==> src/sv/bprm_pkg.sv <==
// Shared types and constants for the bad-pixel row median filter.
`default_nettype none
package bprm_pkg;
    localparam int PIX_W = 16;
    localparam int COL_W = 12;
    localparam int RAD_W = 8;
    localparam int ROWW_W = 13;
    localparam int MAX_ROW_WIDTH = 4096;

    localparam logic REQ_WRITE = 1'b0;
    localparam logic REQ_COMPUTE = 1'b1;

    typedef enum logic [2:0] {
        ST_IDLE,
        ST_CLEAR,
        ST_GATHER,
        ST_DRAIN,
        ST_PICK,
        ST_OUT
    } t_state;

    typedef struct packed {
        logic clear;
        logic ins;
    } t_cell_ctl;
endpackage
`default_nettype wire

==> src/sv/bprm_cell.sv <==
// One cell of the insertion sorter: holds one sorted value.
`default_nettype none
module bprm_cell import bprm_pkg::*; (
    input  wire              i_clk,
    input  t_cell_ctl        i_ctl,
    input  wire [PIX_W-1:0]  i_new,
    input  wire              i_prev_full,
    input  wire              i_prev_gt,
    input  wire [PIX_W-1:0]  i_prev_val,
    output logic             o_full,
    output logic             o_gt,
    output logic [PIX_W-1:0] o_val
);
    logic             r_full;
    logic [PIX_W-1:0] r_val;

    assign o_full = r_full;
    assign o_val  = r_val;
    assign o_gt   = r_full && (r_val > i_new);

    always_ff @(posedge i_clk) begin
        if (i_ctl.clear) begin
            r_full <= 1'b0;
        end else if (i_ctl.ins) begin
            if (o_gt) begin
                r_val <= (i_prev_gt) ? i_prev_val : i_new;
            end else if (!r_full && i_prev_full && !i_prev_gt) begin
                r_val  <= i_new;
                r_full <= 1'b1;
            end else if (!r_full && i_prev_gt) begin
                r_val  <= i_prev_val;
                r_full <= 1'b1;
            end
        end
    end
endmodule
`default_nettype wire

==> config.mk <==
export PLATFORM = sky130hd
export DESIGN_NAME = bprm_cell
export DESIGN_NICKNAME = d
export VERILOG_FILES = /design/src/sv/bprm_pkg.sv /design/src/sv/bprm_cell.sv
export SDC_FILE = /design/constraint.sdc
export NUM_CORES = 1
export LEC_CHECK = 0
export BUFFER_PORTS_ARGS = -buffer_cell sky130_fd_sc_hd__buf_4
export CORE_MARGIN = 2
export CORE_UTILIZATION = 40
export DETAILED_ROUTE_END_ITERATION = 8
export PLACE_DENSITY_LB_ADDON = 0.25
export SYNTH_ARGS = -nofsm -noshare
export SYNTH_HDL_FRONTEND = slang
export SYNTH_SLANG_ARGS = --single-unit
==> constraint.sdc <==
create_clock -name i_clk -period 7.5 [get_ports i_clk]
set_input_delay 1.5 -clock i_clk [delete_from_list [all_inputs] [get_ports i_clk]]
set_output_delay 1.5 -clock i_clk [all_outputs]
set_load 0.02 [all_outputs]
==> run metrics <==
status complete, no violations; root buf cell clkbuf_4; sequential area share after synthesis 39.9%; MaxCap Viol Count 0; largest net degree at the start of global routing 17; top cells by area, synth edfxtp_1 38%, ha_1 16%, mux2_4 12%, inv_1 5.7%, mux2_2 5.4%; Gates resized, CTS repair 0; postcts setup bufs 0; drt initial violations 18; Max VDD drop about 0.086 mV; share of layout cells above drive strength 1 a little under 50%; Seq cells post-synth 17; vias 992; fin crit share 59.6%; Final setup viols 0; Port-buffer cells 54; drt pass-1 iters 3; mapped cell area 0.00125 sq mm; asr flop ratio synth 0%; Worst Path Arrival between 2 and 3 ns; EDFF count, synth 16; final-report max-slew violation count 0; Routed WL 2700 um; clock sink count 17; detailed placer's ending HPWL approximately 2200 um; chip height between 50 and 60 um; slew of the pin with the lowest slew margin 1.14 ns; Seq pwr share 48.9%; Synth top area share between 30% and 40%; antenna violations before repair 0; Non-Filler Instances approximately 210; Core Region ~0.0030 sq mm; Die W between 50 and 60 um; Leak around 0.83 nW; f_max about 220 MHz; Gate power share between 30% and 40%; hold_ws roughly 0.55 ns; Avg Vias per Cell between 4 and 5; Syn Inst Count between 100 and 150; worst skew pair latency around 0.29 ns; post-route ant nets 0; Yosys cell types 26; Initial Utilization between 40% and 50%; Placed Cells 202; vias in the first global route approximately 1.0k; TritonCTS clock tree done; Slowest cell on crit path ha_1; fin nets roughly 220; Syn. warnings 0; Main synth FF type edfxtp_1; wire per inst 13.1 um; type of the most critical hold path reg2reg; switching power share of the total 26.9%; cell taking the most area after synthesis edfxtp_1; commonest non-fill, non-tap cells in the layout 54 x buf_4, 19 x inv_1, 16 x ha_1, 16 x edfxtp_1, 10 x mux2_4; met1 usage between 10% and 20%; max incr delay on CP 0.31 ns; global-route wire length before repair around 4200 um; most frequent CP cell buf_4; CTS clk-pin slew, worst paths ~0.10 ns; unrepaired setup endpoints after global routing false; met3 Resource Use GR roughly 1.9%; I/O pins 55; Post-Syn Nets between 150 and 200; GR Layer Usage met2 between 20% and 30%; Most Crowded Layer GR met2; crit path kind in2out; commonest non-fill, non-tap cell in the layout buf_4; Worst setup EP type output pin; clock power share a little over a fifth; total grt overflow 0; die area about 0.0036 sq mm; drt drc 0; NetSw about 0.062 mW; worst relative slew slack 24.3%; Post-CTS Hold Buffers 0; Area growth syn-to-layout 37.6%; Setup TNS 0 ns; Tot Pwr 0.232 mW; H-tree Lvls 1; CP Launch Type input pin; final clock skew 0.000949 ns; Num CTS Buffers 3; Pint 0.169 mW; power per cell area between 100 and 150 mW/mm^2; Final GP Congestion about 0.83; syn avg cell area 11.9 sq um; crit-path cells buf_4 -> inv_1 -> ha_1 -> and4_1 -> and2_4 -> a211oi_2 -> a31oi_1 -> buf_4; min Tclk post-route 4.47 ns; Max FO, Critical Path 3; GRT Overall Usage between 15 and 20%; WP data required roughly 6 ns; worst-case clock buffer depth 2; Final Hold Viols 0; Antenna Cells 0; Cell Rows 20
worst max-delay path: cells and delay by family:
kind,cells,cell delay [ns]
buf+inv,3,0.29
fa+ha+maj,1,0.31
compound gates,2,0.46
simple gates,2,0.39
logic make-up (layout without fill, tap and decap cells):
group	count (synthesis)	count (layout)	synth area share (%)
AO/OA/AOI/OAI	18	18	10.6
adder cells (fa/ha/maj)	16	16	16.0
buffers and inverters	20	77	6.89
flip-flops	17	17	39.9
multiplexers	17	17	18.2
AND/OR/NAND/NOR	17	17	8.48
power by group through the flow:
stage	combinational, mW	clock (mW)	sequential [mW]
after global placement	0.0683	0	0.115
after CTS	0.0706	0.0519	0.113
final	0.0696	0.0490	0.113
after detailed placement	0.0703	0	0.116
after global routing	0.0764	0.0542	0.114
after floorplan	0.0358	0	0.120
final cells by class:
| cell class | count | area [sq um] |
|---|---|---|
| multi-input combinational | 68 | 667 |
| tap | 44 | 55.1 |
| sequential | 17 | 500 |
| fill | 269 | 1300 |
| timing repair buffer | 54 | 405 |
| clock buffer | 4 | 26.3 |
| inverter | 19 | 71.3 |
sequential cells by signal, indices dropped and copies added (netlist names):
signal / cells
o_val: 16
o_full: 1
through the flow:
step / worst slack (ns) / utilization [%] / cell area (sq um)
floorplan: 3.28 / - / 1250
global placement: 3.07 / 56.1 / 1700
detailed placement: 3.06 / 56.1 / 1700
CTS: 3.05 / 57.0 / 1730
global route: 2.95 / 57.0 / 1730
finish: 3.03 / 57.0 / 1730
synth_stat cells (2+ instances only):
cell type / number
a21oi_1: 8
nand4_1: 2
mux2_4: 10
mux2_2: 6
nor2_1: 2
nand2_1: 5
o21ai_0: 3
edfxtp_1: 16
inv_1: 19
ha_1: 16
and4_1: 3
path summary, 6_finish.rpt:
check                                         start                   to  slack [ns]  depth (start not counted)
worst max-delay path                      i_new[11]                 o_gt        3.03                          8
worst min-delay path            o_full$_SDFFE_PP0P_  o_full$_SDFFE_PP0P_        0.55                          2
worst max register to register  o_val[11]$_DFFE_PP_   o_val[0]$_DFFE_PP_        4.61                          6
worst min register to register  o_full$_SDFFE_PP0P_  o_full$_SDFFE_PP0P_        0.55                          2
routing by layer:
| layer | part of all wire (%) | routed length, um | up-vias |
|---|---|---|---|
| li1 | - | - | 499 |
| met1 | 40 | 1090 | 457 |
| met2 | 54 | 1470 | 30 |
| met3 | 3.7 | 101 | 6 |
| met4 | 1.9 | 51 | 0 |
| met5 | 0 | 0 | - |
Note: power is estimated with default switching activity, not from simulation.
